### config.mk
export PLATFORM = sky130hd
export DESIGN_NAME = icosphere_face_tessellator
export DESIGN_NICKNAME = d
export VERILOG_FILES = /design/src/design/ift_pkg.sv /design/src/design/icosphere_face_tessellator.sv /design/src/design/ift_isqdiv.sv
export VERILOG_INCLUDE_DIRS = /design/src /design/src/design
export SDC_FILE = /design/constraint.sdc
export NUM_CORES = 2
export LEC_CHECK = 0
export BUFFER_PORTS_ARGS = -buffer_cell sky130_fd_sc_hd__buf_2
export CAP_MARGIN = 20
export CORE_AREA = 8 8 377 379
export CTS_CLUSTER_SIZE = 40
export DETAILED_ROUTE_END_ITERATION = 16
export DIE_AREA = 0 0 385 387
export PLACE_DENSITY = 0.78
export REMOVE_ABC_BUFFERS = 1
export SYNTH_ARGS = -nofsm -noshare
export SYNTH_HDL_FRONTEND = slang
export SYNTH_HIERARCHICAL = 1
export SYNTH_SLANG_ARGS = --single-unit
### constraint.sdc
create_clock -name clk_i -period 12.6 [get_ports clk_i]
set_clock_uncertainty 0.05 [all_clocks]
set_input_delay 0.63 -clock clk_i [delete_from_list [all_inputs] [get_ports clk_i]]
set_output_delay 0.63 -clock clk_i [all_outputs]
set_load 0.02 [all_outputs]
### src/design/icosphere_face_tessellator_macros.svh
// Assertion helpers for the tessellator RTL.
`ifndef ICOSPHERE_FACE_TESSELLATOR_MACROS_SVH
`define ICOSPHERE_FACE_TESSELLATOR_MACROS_SVH

// same-cycle implication, sampled on clk_i, off during reset
`define IFT_ASSERT_IMP(lbl, ante, cons, msg) \
  lbl: assert property (@(posedge clk_i) disable iff (!rst_ni) (ante) |-> (cons)) \
    else $error(msg);

// next-cycle implication
`define IFT_ASSERT_NXT(lbl, ante, cons, msg) \
  lbl: assert property (@(posedge clk_i) disable iff (!rst_ni) (ante) |=> (cons)) \
    else $error(msg);

`endif

### src/design/ift_pkg.sv
`default_nettype none

package ift_pkg;

  localparam int COORD_W     = 16;
  localparam int DIFF_W      = 17;
  localparam int CR_W        = 35;
  localparam int VEC_W       = 19;   // grid point components reach 6 * 2^15
  localparam int ACC_W       = 54;
  localparam int OPA_W       = 36;
  localparam int OPB_W       = 19;
  localparam int SQ_W        = 37;   // sum of three squares
  localparam int SQ_SHIFT    = 16;
  localparam int MR_W        = 33;   // |v| * radius
  localparam int MR_SHIFT    = 8;
  localparam int RAD_W       = 54;
  localparam int ROOT_W      = 27;
  localparam int NUM_W       = 42;
  localparam int REM_W       = 30;
  localparam int CNT_W       = 6;
  localparam int SQRT_STEPS  = 27;
  localparam int DIV_STEPS   = 42;
  localparam int STEP_W      = 4;
  localparam int W_W         = 3;
  localparam int ROW_W       = 3;
  localparam int VI_W        = 5;
  localparam int LEVEL_W     = 3;
  localparam int RADIUS_W    = 15;
  localparam int CFG_IDX_W   = 2;
  localparam int CFG_DATA_W  = 32;
  localparam int DEF_INDEX_W = 20;

  localparam logic [LEVEL_W-1:0]  LEVEL_MAX  = 3'd5;
  localparam logic [LEVEL_W-1:0]  RST_LEVEL  = 3'd5;
  localparam logic [RADIUS_W-1:0] RST_RADIUS = 15'd4096;
  localparam int                  RST_OFFSET = 12;
  localparam int                  SAT_POS    = 32767;
  localparam int                  SAT_NEG    = 32768;

  localparam logic [CFG_IDX_W-1:0] CFG_LEVEL  = 2'd0;
  localparam logic [CFG_IDX_W-1:0] CFG_RADIUS = 2'd1;
  localparam logic [CFG_IDX_W-1:0] CFG_OFFSET = 2'd2;

  localparam logic KIND_VERTEX = 1'b0;
  localparam logic KIND_TRI    = 1'b1;

  // corner slot code meaning "working on grid points"
  localparam logic [1:0] CRN_GRID = 2'd3;

  typedef enum logic [3:0] {
    S_IDLE, S_ORIENT, S_PLOAD, S_SQ, S_SQST, S_SQW, S_MR,
    S_DVST, S_DVW, S_PFIN, S_WGT, S_TRI, S_OWAIT
  } ift_state_e;

  typedef enum logic {ISD_SQRT, ISD_DIV} isd_op_e;

  typedef struct packed {
    logic    start;
    isd_op_e op;
  } isd_ctrl_t;

endpackage

`default_nettype wire

### src/design/icosphere_face_tessellator.sv
// One face at a time; in_ready_o is high only while idle.
// Each projected point: squaring the three components (plus weighting for a grid point),
// a square root, then a divide for each component.
// Level 5: 3 corners + 28 grid points + 36 triangles.
// Results leave through one output register, one word per handshake.
// Async active-low reset: level 5, radius 1.0, offset 12, vertex count 0.
`default_nettype none
`include "icosphere_face_tessellator_macros.svh"

module icosphere_face_tessellator import ift_pkg::*; #(
  parameter int INDEX_WIDTH = DEF_INDEX_W
) (
  input  logic                         clk_i,
  input  logic                         rst_ni,
  input  logic                         in_valid_i,
  output logic                         in_ready_o,
  input  logic signed [COORD_W-1:0]    corner_a_x_i,
  input  logic signed [COORD_W-1:0]    corner_a_y_i,
  input  logic signed [COORD_W-1:0]    corner_a_z_i,
  input  logic signed [COORD_W-1:0]    corner_b_x_i,
  input  logic signed [COORD_W-1:0]    corner_b_y_i,
  input  logic signed [COORD_W-1:0]    corner_b_z_i,
  input  logic signed [COORD_W-1:0]    corner_c_x_i,
  input  logic signed [COORD_W-1:0]    corner_c_y_i,
  input  logic signed [COORD_W-1:0]    corner_c_z_i,
  output logic                         out_valid_o,
  input  logic                         out_ready_i,
  output logic                         kind_o,
  output logic signed [COORD_W-1:0]    pos_x_o,
  output logic signed [COORD_W-1:0]    pos_y_o,
  output logic signed [COORD_W-1:0]    pos_z_o,
  output logic [INDEX_WIDTH-1:0]       tri_first_o,
  output logic [INDEX_WIDTH-1:0]       tri_second_o,
  output logic [INDEX_WIDTH-1:0]       tri_third_o,
  output logic                         last_o,
  input  logic                         cfg_valid_i,
  output logic                         cfg_ready_o,
  input  logic [CFG_IDX_W-1:0]         cfg_index_i,
  input  logic [CFG_DATA_W-1:0]        cfg_data_i
);

  ift_state_e st_q, st_d;
  logic [STEP_W-1:0] step_q, step_d;
  logic [1:0]        comp_q, comp_d, crn_q, crn_d;
  logic [ROW_W-1:0]  row_q, row_d, col_q, col_d;
  logic [VI_W-1:0]   vi_q, vi_d;
  logic              tri2_q, tri2_d;
  logic [INDEX_WIDTH-1:0] vc_q, vc_d;

  logic [LEVEL_W-1:0]     lvl_q;
  logic [RADIUS_W-1:0]    rad_q;
  logic [INDEX_WIDTH-1:0] off_q;

  logic signed [COORD_W-1:0] a_q [3], a_d [3], b_q [3], b_d [3], c_q [3], c_d [3];
  logic signed [CR_W-1:0]    cr_q [3], cr_d [3];
  logic signed [ACC_W-1:0]   acc_q, acc_d;
  logic signed [VEC_W-1:0]   v_q [3], v_d [3];
  logic signed [COORD_W-1:0] pc_q [3][3], pc_d [3][3];
  logic signed [COORD_W-1:0] pr_q [3], pr_d [3];
  logic [ROOT_W-1:0]         len_q, len_d;
  logic [INDEX_WIDTH-1:0]    base_q, base_d;
  logic [LEVEL_W-1:0]        rlv_q, rlv_d;

  logic                      ov_q, ov_d, okind_q, okind_d, olast_q, olast_d;
  logic signed [COORD_W-1:0] opos_q [3], opos_d [3];
  logic [INDEX_WIDTH-1:0]    otri_q [3], otri_d [3];

  // shared multiply-accumulate
  logic signed [DIFF_W-1:0]      e1 [3], e2 [3];
  logic signed [OPA_W-1:0]       opa;
  logic signed [OPB_W-1:0]       opb;
  logic signed [OPA_W+OPB_W-1:0] prod;
  logic signed [ACC_W-1:0]       acc_in, mac;
  logic                          clr, sub;
  logic [VEC_W-1:0]              vmag;
  logic [W_W-1:0]                wsel;

  isd_ctrl_t          isd_ctrl;
  logic [RAD_W-1:0]   isd_opnd;
  logic               isd_done;
  logic [ROOT_W-1:0]  isd_root;
  logic [NUM_W-1:0]   isd_quot;
  logic [NUM_W-1:0]   num;
  logic signed [COORD_W-1:0] sat;
  logic [INDEX_WIDTH-1:0] tmid, t0;
  logic [ROW_W-1:0]   rtop;

  always_comb begin
    for (int k = 0; k < 3; k++) begin
      e1[k] = DIFF_W'(b_q[k]) - DIFF_W'(a_q[k]);
      e2[k] = DIFF_W'(c_q[k]) - DIFF_W'(a_q[k]);
    end
    vmag = v_q[comp_q][VEC_W-1] ? VEC_W'(-v_q[comp_q]) : VEC_W'(v_q[comp_q]);
    case (step_q[1:0])
      2'd0:    wsel = W_W'(rlv_q + 3'd1 - row_q);
      2'd1:    wsel = W_W'(row_q - col_q);
      default: wsel = W_W'(col_q);
    endcase
  end

  always_comb begin
    opa = '0;
    opb = '0;
    clr = 1'b0;
    sub = 1'b0;
    case (st_q)
      S_ORIENT: begin
        clr = ((step_q < STEP_W'(6)) && !step_q[0]) || (step_q == STEP_W'(6));
        sub = (step_q < STEP_W'(6)) && step_q[0];
        case (step_q)
          4'd0:    begin opa = OPA_W'(e1[1]); opb = OPB_W'(e2[2]); end
          4'd1:    begin opa = OPA_W'(e1[2]); opb = OPB_W'(e2[1]); end
          4'd2:    begin opa = OPA_W'(e1[2]); opb = OPB_W'(e2[0]); end
          4'd3:    begin opa = OPA_W'(e1[0]); opb = OPB_W'(e2[2]); end
          4'd4:    begin opa = OPA_W'(e1[0]); opb = OPB_W'(e2[1]); end
          4'd5:    begin opa = OPA_W'(e1[1]); opb = OPB_W'(e2[0]); end
          4'd6:    begin opa = OPA_W'(cr_q[0]); opb = OPB_W'(a_q[0]); end
          4'd7:    begin opa = OPA_W'(cr_q[1]); opb = OPB_W'(a_q[1]); end
          default: begin opa = OPA_W'(cr_q[2]); opb = OPB_W'(a_q[2]); end
        endcase
      end
      S_SQ: begin
        clr = (comp_q == 2'd0);
        opa = OPA_W'(v_q[comp_q]);
        opb = v_q[comp_q];
      end
      S_MR: begin
        clr = 1'b1;
        opa = {(OPA_W-VEC_W)'(0), vmag};
        opb = {(OPB_W-RADIUS_W)'(0), rad_q};
      end
      S_WGT: begin
        clr = (step_q == '0);
        opa = OPA_W'(pc_q[step_q[1:0]][comp_q]);
        opb = {(OPB_W-W_W)'(0), wsel};
      end
      default: ;
    endcase
    prod   = opa * opb;
    acc_in = clr ? '0 : acc_q;
    mac    = sub ? (acc_in - ACC_W'(prod)) : (acc_in + ACC_W'(prod));
  end

  // divide operand, rounding to nearest: (|v|*r*256 + len/2) / len
  always_comb begin
    num = NUM_W'({acc_q[MR_W-1:0], MR_SHIFT'(0)}) + NUM_W'(len_q[ROOT_W-1:1]);
    if (v_q[comp_q][VEC_W-1]) begin
      sat = (isd_quot > NUM_W'(SAT_NEG)) ? COORD_W'(SAT_NEG)
                                         : COORD_W'(-isd_quot[COORD_W-1:0]);
    end else begin
      sat = (isd_quot > NUM_W'(SAT_POS)) ? COORD_W'(SAT_POS)
                                         : COORD_W'(isd_quot[COORD_W-1:0]);
    end
    tmid = base_q + INDEX_WIDTH'(vi_q);
    t0   = tmid - INDEX_WIDTH'(row_q);
    rtop = ROW_W'(rlv_q + 3'd1);
  end

  always_comb begin
    st_d   = st_q;
    step_d = step_q;
    comp_d = comp_q;
    crn_d  = crn_q;
    row_d  = row_q;
    col_d  = col_q;
    vi_d   = vi_q;
    tri2_d = tri2_q;
    vc_d   = vc_q;
    a_d    = a_q;
    b_d    = b_q;
    c_d    = c_q;
    cr_d   = cr_q;
    acc_d  = acc_q;
    v_d    = v_q;
    pc_d   = pc_q;
    pr_d   = pr_q;
    len_d  = len_q;
    base_d = base_q;
    rlv_d  = rlv_q;
    ov_d   = ov_q;
    okind_d = okind_q;
    olast_d = olast_q;
    opos_d = opos_q;
    otri_d = otri_q;
    isd_ctrl.start = 1'b0;
    isd_ctrl.op    = ISD_SQRT;
    isd_opnd = '0;

    unique case (st_q)
      S_IDLE: begin
        if (in_valid_i) begin
          a_d[0] = corner_a_x_i; a_d[1] = corner_a_y_i; a_d[2] = corner_a_z_i;
          b_d[0] = corner_b_x_i; b_d[1] = corner_b_y_i; b_d[2] = corner_b_z_i;
          c_d[0] = corner_c_x_i; c_d[1] = corner_c_y_i; c_d[2] = corner_c_z_i;
          base_d = off_q + vc_q;
          rlv_d  = (lvl_q > LEVEL_MAX) ? LEVEL_MAX : lvl_q;
          step_d = '0;
          st_d   = S_ORIENT;
        end
      end
      S_ORIENT: begin
        // steps 0-5 cross product, 6-8 dot with a, 9 check the sign
        if (step_q == STEP_W'(9)) begin
          if (acc_q[ACC_W-1]) begin
            a_d = b_q;
            b_d = a_q;
          end
          crn_d  = 2'd0;
          step_d = '0;
          st_d   = S_PLOAD;
        end else begin
          acc_d = mac;
          if (sub) cr_d[step_q[2:1]] = CR_W'(mac);
          step_d = step_q + STEP_W'(1);
        end
      end
      S_PLOAD: begin
        for (int k = 0; k < 3; k++) begin
          case (crn_q)
            2'd0:    v_d[k] = VEC_W'(a_q[k]);
            2'd1:    v_d[k] = VEC_W'(b_q[k]);
            default: v_d[k] = VEC_W'(c_q[k]);
          endcase
        end
        comp_d = 2'd0;
        st_d   = S_SQ;
      end
      S_SQ: begin
        acc_d = mac;
        if (comp_q == 2'd2) begin
          comp_d = 2'd0;
          st_d   = S_SQST;
        end else begin
          comp_d = comp_q + 2'd1;
        end
      end
      S_SQST: begin
        isd_ctrl.start = 1'b1;
        isd_ctrl.op    = ISD_SQRT;
        isd_opnd = {(RAD_W-SQ_W-SQ_SHIFT)'(0), acc_q[SQ_W-1:0], SQ_SHIFT'(0)};
        st_d = S_SQW;
      end
      S_SQW: begin
        if (isd_done) begin
          len_d  = isd_root;
          comp_d = 2'd0;
          st_d   = S_MR;
        end
      end
      S_MR: begin
        if (len_q == '0) begin
          pr_d[comp_q] = '0;
          if (comp_q == 2'd2) begin
            comp_d = 2'd0;
            st_d   = S_PFIN;
          end else begin
            comp_d = comp_q + 2'd1;
          end
        end else begin
          acc_d = mac;
          st_d  = S_DVST;
        end
      end
      S_DVST: begin
        isd_ctrl.start = 1'b1;
        isd_ctrl.op    = ISD_DIV;
        isd_opnd = {num, (RAD_W-NUM_W)'(0)};
        st_d = S_DVW;
      end
      S_DVW: begin
        if (isd_done) begin
          pr_d[comp_q] = sat;
          if (comp_q == 2'd2) begin
            comp_d = 2'd0;
            st_d   = S_PFIN;
          end else begin
            comp_d = comp_q + 2'd1;
            st_d   = S_MR;
          end
        end
      end
      S_PFIN: begin
        if (crn_q != CRN_GRID) begin
          pc_d[crn_q] = pr_q;
          if (crn_q == 2'd2) begin
            crn_d  = CRN_GRID;
            row_d  = '0;
            col_d  = '0;
            step_d = '0;
            st_d   = S_WGT;
          end else begin
            crn_d = crn_q + 2'd1;
            st_d  = S_PLOAD;
          end
        end else begin
          ov_d    = 1'b1;
          okind_d = KIND_VERTEX;
          olast_d = 1'b0;
          opos_d  = pr_q;
          for (int k = 0; k < 3; k++) otri_d[k] = '0;
          st_d = S_OWAIT;
        end
      end
      S_WGT: begin
        // q[comp] = wa*A + wb*B + wc*C, one term a cycle
        acc_d = mac;
        if (step_q == STEP_W'(2)) begin
          v_d[comp_q] = VEC_W'(mac);
          step_d = '0;
          if (comp_q == 2'd2) begin
            comp_d = 2'd0;
            st_d   = S_SQ;
          end else begin
            comp_d = comp_q + 2'd1;
          end
        end else begin
          step_d = step_q + STEP_W'(1);
        end
      end
      S_TRI: begin
        ov_d    = 1'b1;
        okind_d = KIND_TRI;
        olast_d = (row_q == rtop) && (col_q == row_q - ROW_W'(1)) &&
                  (tri2_q || (col_q == '0));
        for (int k = 0; k < 3; k++) opos_d[k] = '0;
        otri_d[0] = t0;
        otri_d[1] = tri2_q ? (t0 - INDEX_WIDTH'(1)) : tmid;
        otri_d[2] = tri2_q ? tmid : (tmid + INDEX_WIDTH'(1));
        st_d = S_OWAIT;
      end
      S_OWAIT: begin
        if (out_ready_i) begin
          ov_d = 1'b0;
          if (okind_q == KIND_VERTEX) begin
            vc_d = vc_q + INDEX_WIDTH'(1);
            if (col_q == row_q) begin
              if (row_q == rtop) begin
                row_d  = ROW_W'(1);
                col_d  = '0;
                vi_d   = VI_W'(1);
                tri2_d = 1'b0;
                st_d   = S_TRI;
              end else begin
                row_d = row_q + ROW_W'(1);
                col_d = '0;
                st_d  = S_WGT;
              end
            end else begin
              col_d = col_q + ROW_W'(1);
              st_d  = S_WGT;
            end
          end else if (!tri2_q && (col_q != '0)) begin
            tri2_d = 1'b1;
            st_d   = S_TRI;
          end else if (olast_q) begin
            tri2_d = 1'b0;
            st_d   = S_IDLE;
          end else begin
            tri2_d = 1'b0;
            if (col_q == row_q - ROW_W'(1)) begin
              // end of row: skip the row's last vertex
              row_d = row_q + ROW_W'(1);
              col_d = '0;
              vi_d  = vi_q + VI_W'(2);
            end else begin
              col_d = col_q + ROW_W'(1);
              vi_d  = vi_q + VI_W'(1);
            end
            st_d = S_TRI;
          end
        end
      end
      default: st_d = S_IDLE;
    endcase
  end

  ift_isqdiv u_isqdiv (
    .clk_i  (clk_i),
    .rst_ni (rst_ni),
    .ctrl_i (isd_ctrl),
    .opnd_i (isd_opnd),
    .den_i  (len_q),
    .done_o (isd_done),
    .root_o (isd_root),
    .quot_o (isd_quot)
  );

  always_ff @(posedge clk_i or negedge rst_ni) begin
    if (!rst_ni) begin
      st_q    <= S_IDLE;
      step_q  <= '0;
      comp_q  <= '0;
      crn_q   <= '0;
      row_q   <= '0;
      col_q   <= '0;
      vi_q    <= '0;
      tri2_q  <= 1'b0;
      vc_q    <= '0;
      ov_q    <= 1'b0;
      okind_q <= KIND_VERTEX;
      olast_q <= 1'b0;
    end else begin
      st_q    <= st_d;
      step_q  <= step_d;
      comp_q  <= comp_d;
      crn_q   <= crn_d;
      row_q   <= row_d;
      col_q   <= col_d;
      vi_q    <= vi_d;
      tri2_q  <= tri2_d;
      vc_q    <= vc_d;
      ov_q    <= ov_d;
      okind_q <= okind_d;
      olast_q <= olast_d;
    end
  end

  always_ff @(posedge clk_i or negedge rst_ni) begin
    if (!rst_ni) begin
      lvl_q <= RST_LEVEL;
      rad_q <= RST_RADIUS;
      off_q <= INDEX_WIDTH'(RST_OFFSET);
    end else if (cfg_valid_i) begin
      unique case (cfg_index_i)
        CFG_LEVEL:  lvl_q <= cfg_data_i[LEVEL_W-1:0];
        CFG_RADIUS: rad_q <= cfg_data_i[RADIUS_W-1:0];
        CFG_OFFSET: off_q <= cfg_data_i[INDEX_WIDTH-1:0];
        default: ;
      endcase
    end
  end

  always_ff @(posedge clk_i) begin
    a_q    <= a_d;
    b_q    <= b_d;
    c_q    <= c_d;
    cr_q   <= cr_d;
    acc_q  <= acc_d;
    v_q    <= v_d;
    pc_q   <= pc_d;
    pr_q   <= pr_d;
    len_q  <= len_d;
    base_q <= base_d;
    rlv_q  <= rlv_d;
    opos_q <= opos_d;
    otri_q <= otri_d;
  end

  assign in_ready_o   = (st_q == S_IDLE);
  assign cfg_ready_o  = 1'b1;
  assign out_valid_o  = ov_q;
  assign kind_o       = okind_q;
  assign pos_x_o      = opos_q[0];
  assign pos_y_o      = opos_q[1];
  assign pos_z_o      = opos_q[2];
  assign tri_first_o  = otri_q[0];
  assign tri_second_o = otri_q[1];
  assign tri_third_o  = otri_q[2];
  assign last_o       = olast_q;

  `IFT_ASSERT_IMP(a_done_wait, isd_done, (st_q == S_SQW) || (st_q == S_DVW), "unit done outside wait")
  `IFT_ASSERT_IMP(a_last_tri, ov_q && olast_q, okind_q == KIND_TRI, "last on a vertex word")
  `IFT_ASSERT_IMP(a_tri_pos, ov_q && (okind_q == KIND_TRI), (opos_q[0] == '0) && (opos_q[1] == '0) && (opos_q[2] == '0), "triangle with position")
  `IFT_ASSERT_NXT(a_vc_step, (st_q == S_OWAIT) && out_ready_i && (okind_q == KIND_VERTEX), vc_q == $past(vc_q) + INDEX_WIDTH'(1), "vertex count not advanced")

endmodule

`default_nettype wire

### src/design/ift_isqdiv.sv
`default_nettype none

// Shared compare/subtract engine: digit-by-digit square root (2 bits a step)
// or restoring divide (1 bit a step).
module ift_isqdiv import ift_pkg::*; (
  input  logic                clk_i,
  input  logic                rst_ni,
  input  isd_ctrl_t           ctrl_i,
  input  logic [RAD_W-1:0]    opnd_i,
  input  logic [ROOT_W-1:0]   den_i,
  output logic                done_o,
  output logic [ROOT_W-1:0]   root_o,
  output logic [NUM_W-1:0]    quot_o
);

  logic              busy_q, done_q;
  logic [CNT_W-1:0]  cnt_q;
  isd_op_e           op_q;
  logic [RAD_W-1:0]  sh_q;
  logic [REM_W-1:0]  rem_q, cand, trial, rem_nx;
  logic [ROOT_W-1:0] root_q, den_q;
  logic              ge;

  always_comb begin
    if (op_q == ISD_SQRT) begin
      cand  = {rem_q[REM_W-3:0], sh_q[RAD_W-1 -: 2]};
      trial = {1'b0, root_q, 2'b01};
    end else begin
      cand  = {rem_q[REM_W-2:0], sh_q[RAD_W-1]};
      trial = {(REM_W-ROOT_W)'(0), den_q};
    end
    ge     = (cand >= trial);
    rem_nx = ge ? (cand - trial) : cand;
  end

  always_ff @(posedge clk_i or negedge rst_ni) begin
    if (!rst_ni) begin
      busy_q <= 1'b0;
      done_q <= 1'b0;
      cnt_q  <= '0;
      op_q   <= ISD_SQRT;
    end else begin
      done_q <= busy_q && (cnt_q == CNT_W'(1));
      if (ctrl_i.start) begin
        busy_q <= 1'b1;
        op_q   <= ctrl_i.op;
        cnt_q  <= (ctrl_i.op == ISD_SQRT) ? CNT_W'(SQRT_STEPS) : CNT_W'(DIV_STEPS);
      end else if (busy_q) begin
        cnt_q <= cnt_q - CNT_W'(1);
        if (cnt_q == CNT_W'(1)) busy_q <= 1'b0;
      end
    end
  end

  always_ff @(posedge clk_i) begin
    if (ctrl_i.start) begin
      sh_q   <= opnd_i;
      rem_q  <= '0;
      root_q <= '0;
      den_q  <= den_i;
    end else if (busy_q) begin
      rem_q <= rem_nx;
      if (op_q == ISD_SQRT) begin
        sh_q   <= {sh_q[RAD_W-3:0], 2'b00};
        root_q <= {root_q[ROOT_W-2:0], ge};
      end else begin
        sh_q <= {sh_q[RAD_W-2:0], ge};
      end
    end
  end

  assign done_o = done_q;
  assign root_o = root_q;
  assign quot_o = sh_q[NUM_W-1:0];

endmodule

`default_nettype wire

==> run metrics <==
outcome=finished with violations; failing checks=setup timing; Cell Int Power=5.81 mW; Tmin final=12.71 ns; routed wire length=265000 um; most frequent CP cell=buf_4; worst min path class=in2reg; DR vias/cell=6.15; worst slew pin tran=1.16 ns; total CTS buffers=99; Pre-antenna DRT Iters=8; period utilisation layout=1.01; average cell area after synthesis=9.77 um^2; filler instances=9996; Die Height=387 um; Core Area=0.136 mm^2; Worst Setup End Kind=flip-flop; TritonCTS clock tree=yes; first-pass GRT wire length=399000 um; clk_lat worst skew=0.74 ns; NumNets Final=10300; worst r2r src=b_q[1]$_DFFE_PP_; Die ar.=0.149 mm^2; wire per inst=24.2 um; Largest stage delay, worst path=0.58 ns; Clock power frac=0.416; CP max FO=5; Yosys reg bits=941; P per Cell Area=82.1 mW/mm^2; Synth cell types=113; # clock sinks=941; port bufs=282; sw power=1.97 mW; Post-synth ARST share=0.0999; Multi-input gate area=0.0480 mm^2; Via Count=67400; Post-synth EDFFs=791; drc violations=0; layout cell share with drive strength beyond 1=0.222; synth top area cells=edfxtp_1 30%, fa_1 17%, ha_1 6.2%; Net Sw Frac=0.253; Critical Path RT=13.02 ns; largest net degree at the start of global routing=110; final hold vios=0; Critical path origin=b_q[1]$_DFFE_PP_; DR iter-0 viols=8342; GRT Overall Usage=0.345; total power=7.78 mW; Seq. cell area=0.0272 mm^2; Clock Path Buffers=3; initial antenna violation count=12; Slew Limit Fails=0; f_max=78.7 MHz; Buf/Inv on CP=9; layout overhead on the synthesized area=21.0%; initial cell density of the core=0.574; synthesis warning total=6; most frequent cells in the layout=1030 x nand2_1, 1009 x buf_4, 819 x inv_1, 791 x edfxtp_1, 639 x fa_1; min-delay src=corner_c_x_i[9]; prevailing post-synth register cell=edfxtp_1; Site Rows=136; sequential power share=0.459; share of Yosys cell area claimed by the top area cell type=0.304; hpwl dp=203000 um; leading cell type in the layout, fill and taps excluded=nand2_1; Post-Syn Instances=8003; Worst Setup Slack, final=-0.111 ns; total of max-cap violations=0; Crit path max-delay family=adder cells; Placement Setup Slack=-1.01 ns; TNS Setup=-0.277 ns; GRT Residual Overflow=0; Clock Pin Slew Worst Setup and Hold Paths=0.06 ns; worst setup path class=reg2reg; Arrival @ worst endpoint=13.13 ns; ANT nets after route=0; Logic pwr share=0.125; VDD IR max=0.000114 V; setup violators final=4; max_slew headroom=0.224; vias in the first global route=67600; I/O pins=296; slowest CP cell=fa_1; LEAKAGE=42.0 nW; post-layout util=0.695; H-tree depth=3; GPL Wtd Cong=1.03; RSZ-0062 raised after global routing=true; root buf cell=clkbuf_16; register area share after synthesis=0.348; Fin Hold WS=0.0352 ns; Die X=385 um; Mapped Area=0.0782 mm^2; Worst Setup Start Kind=flip-flop; leading area contributor after synthesis=edfxtp_1
==> cell families (layout without fill, tap and decap cells) <==
| family | after synthesis | count (layout) | synth area share |
|---|---|---|---|
| compound gates | 1634 | 1634 | 0.136 |
| xor+xnor | 390 | 390 | 0.0437 |
| fa+ha+maj | 1046 | 1046 | 0.230 |
| buf+inv | 1255 | 2404 | 0.0635 |
| flops | 941 | 941 | 0.348 |
| mux | 238 | 238 | 0.0317 |
| other cells | 2 | 18 | 0.0000960 |
| simple gates | 2497 | 2497 | 0.147 |
==> path summary, 6_finish.rpt <==
check | endpoint | slack (ns) | depth (start not counted)
worst max register to register | acc_q[46]$_DFFE_PP_ | -0.11 | 52
max in group asynchronous | u_isqdiv/op_q$_DFFE_PN0P_ | 10.69 | 3
worst max-delay path | acc_q[46]$_DFFE_PP_ | -0.11 | 52
worst min register to register | len_q[26]$_DFFE_PP_ | 0.42 | 0
worst min-delay path | c_q[41]$_DFFE_PP_ | 0.04 | 1
min in group asynchronous | step_q[0]$_DFFE_PN0P_ | 0.41 | 2
==> sequential cells by signal, summed over array words and instances (netlist names), 15 cells and up <==
signal,cells
u_isqdiv/sh_q,54
u_isqdiv/den_q,27
pr_q,48
u_isqdiv/root_o,27
c_q,48
len_q,27
pos_x_o,16
tri_second_o,20
off_q,20
vc_q,20
a_q,48
tri_first_o,20
rad_q,15
cr_q,105
pos_z_o,16
acc_q,54
u_isqdiv/rem_q,29
v_q,57
tri_third_o,20
base_q,20
pc_q,144
pos_y_o,16
b_q,48
==> worst register-to-register path: cells and delay by family (launching register included) <==
| family | cells | cell delay [ns] |
|---|---|---|
| AO/OA/AOI/OAI | 21 | 3.55 |
| XOR/XNOR | 3 | 0.31 |
| adder cells (fa/ha/maj) | 10 | 4.30 |
| buffers and inverters | 9 | 1.40 |
| flip-flops | 1 | 0.39 |
| AND/OR/NAND/NOR | 9 | 2.47 |
==> layer usage <==
| layer | wire length (um) | global-route usage |
|---|---|---|
| met1 | 100000 | 0.461 |
| met2 | 118000 | 0.527 |
| met3 | 31200 | 0.0854 |
| met4 | 15200 | 0.164 |
| met5 | 41 | 0 |
==> synth_stat cells, types with 32 or more instances <==
cell type  instances
mux2i_1          163
o21a_1            43
buf_4             45
or3_1             44
clkbuf_1         329
a21o_1            90
o21ai_0          433
dfrtp_1           89
o211ai_1          32
ha_1             390
nand2_1         1044
a22o_1            56
a21oi_1          420
nand2b_1          96
nor3_1           100
and2_1           171
nand3_1          107
xor2_1           155
nand4_1           44
fa_1             656
xnor2_1          235
a31oi_1           37
a221oi_1          42
inv_1            831
o22ai_1           60
mux2_2            75
nor2b_1          139
nor2_1           572
dfxtp_1           56
a211oi_1          54
edfxtp_1         791
and3_1            55
==> metrics by stage <==
step | cells | area [um^2]
after detailed placement | 10700 | 88100
after global routing | 11000 | 94700
final | 11000 | 94700
after CTS | 10900 | 93200
after floorplan | 7591 | 76400
after global placement | 10700 | 88100
==> what timing repair did <==
action                                  in CTS  in global routing
hold buffers                                16                  0
pin swaps                                   94                149
gates resized for setup                    223                252
buffers inserted                            51                 42
hold endpoints to repair                    32                  0
cloned                                       1                  2
endpoints found under the setup margin      47                 55
==> final cells by class <==
class | count | share of cell area
diodes | 5 | 0.000132
clock buffers | 110 | 0.0275
clock inverters | 78 | 0.0106
inverters | 832 | 0.0330
multi-input cells | 5818 | 0.507
flip-flops and latches | 941 | 0.288
well taps | 1794 | 0.0237
repair buffers | 1384 | 0.110
==> power by group through the flow <==
stage	Clock [mW]	Combinational, mW	Sequential, mW
2_1_floorplan	0	0.745	3.58
3_3_place_gp	0	0.912	3.62
3_5_place_dp	0	0.945	3.63
4_1_cts	3.25	0.959	3.56
5_1_grt	3.36	1.07	3.58
6_report	3.24	0.970	3.57
(Power assumes the default switching activity.)
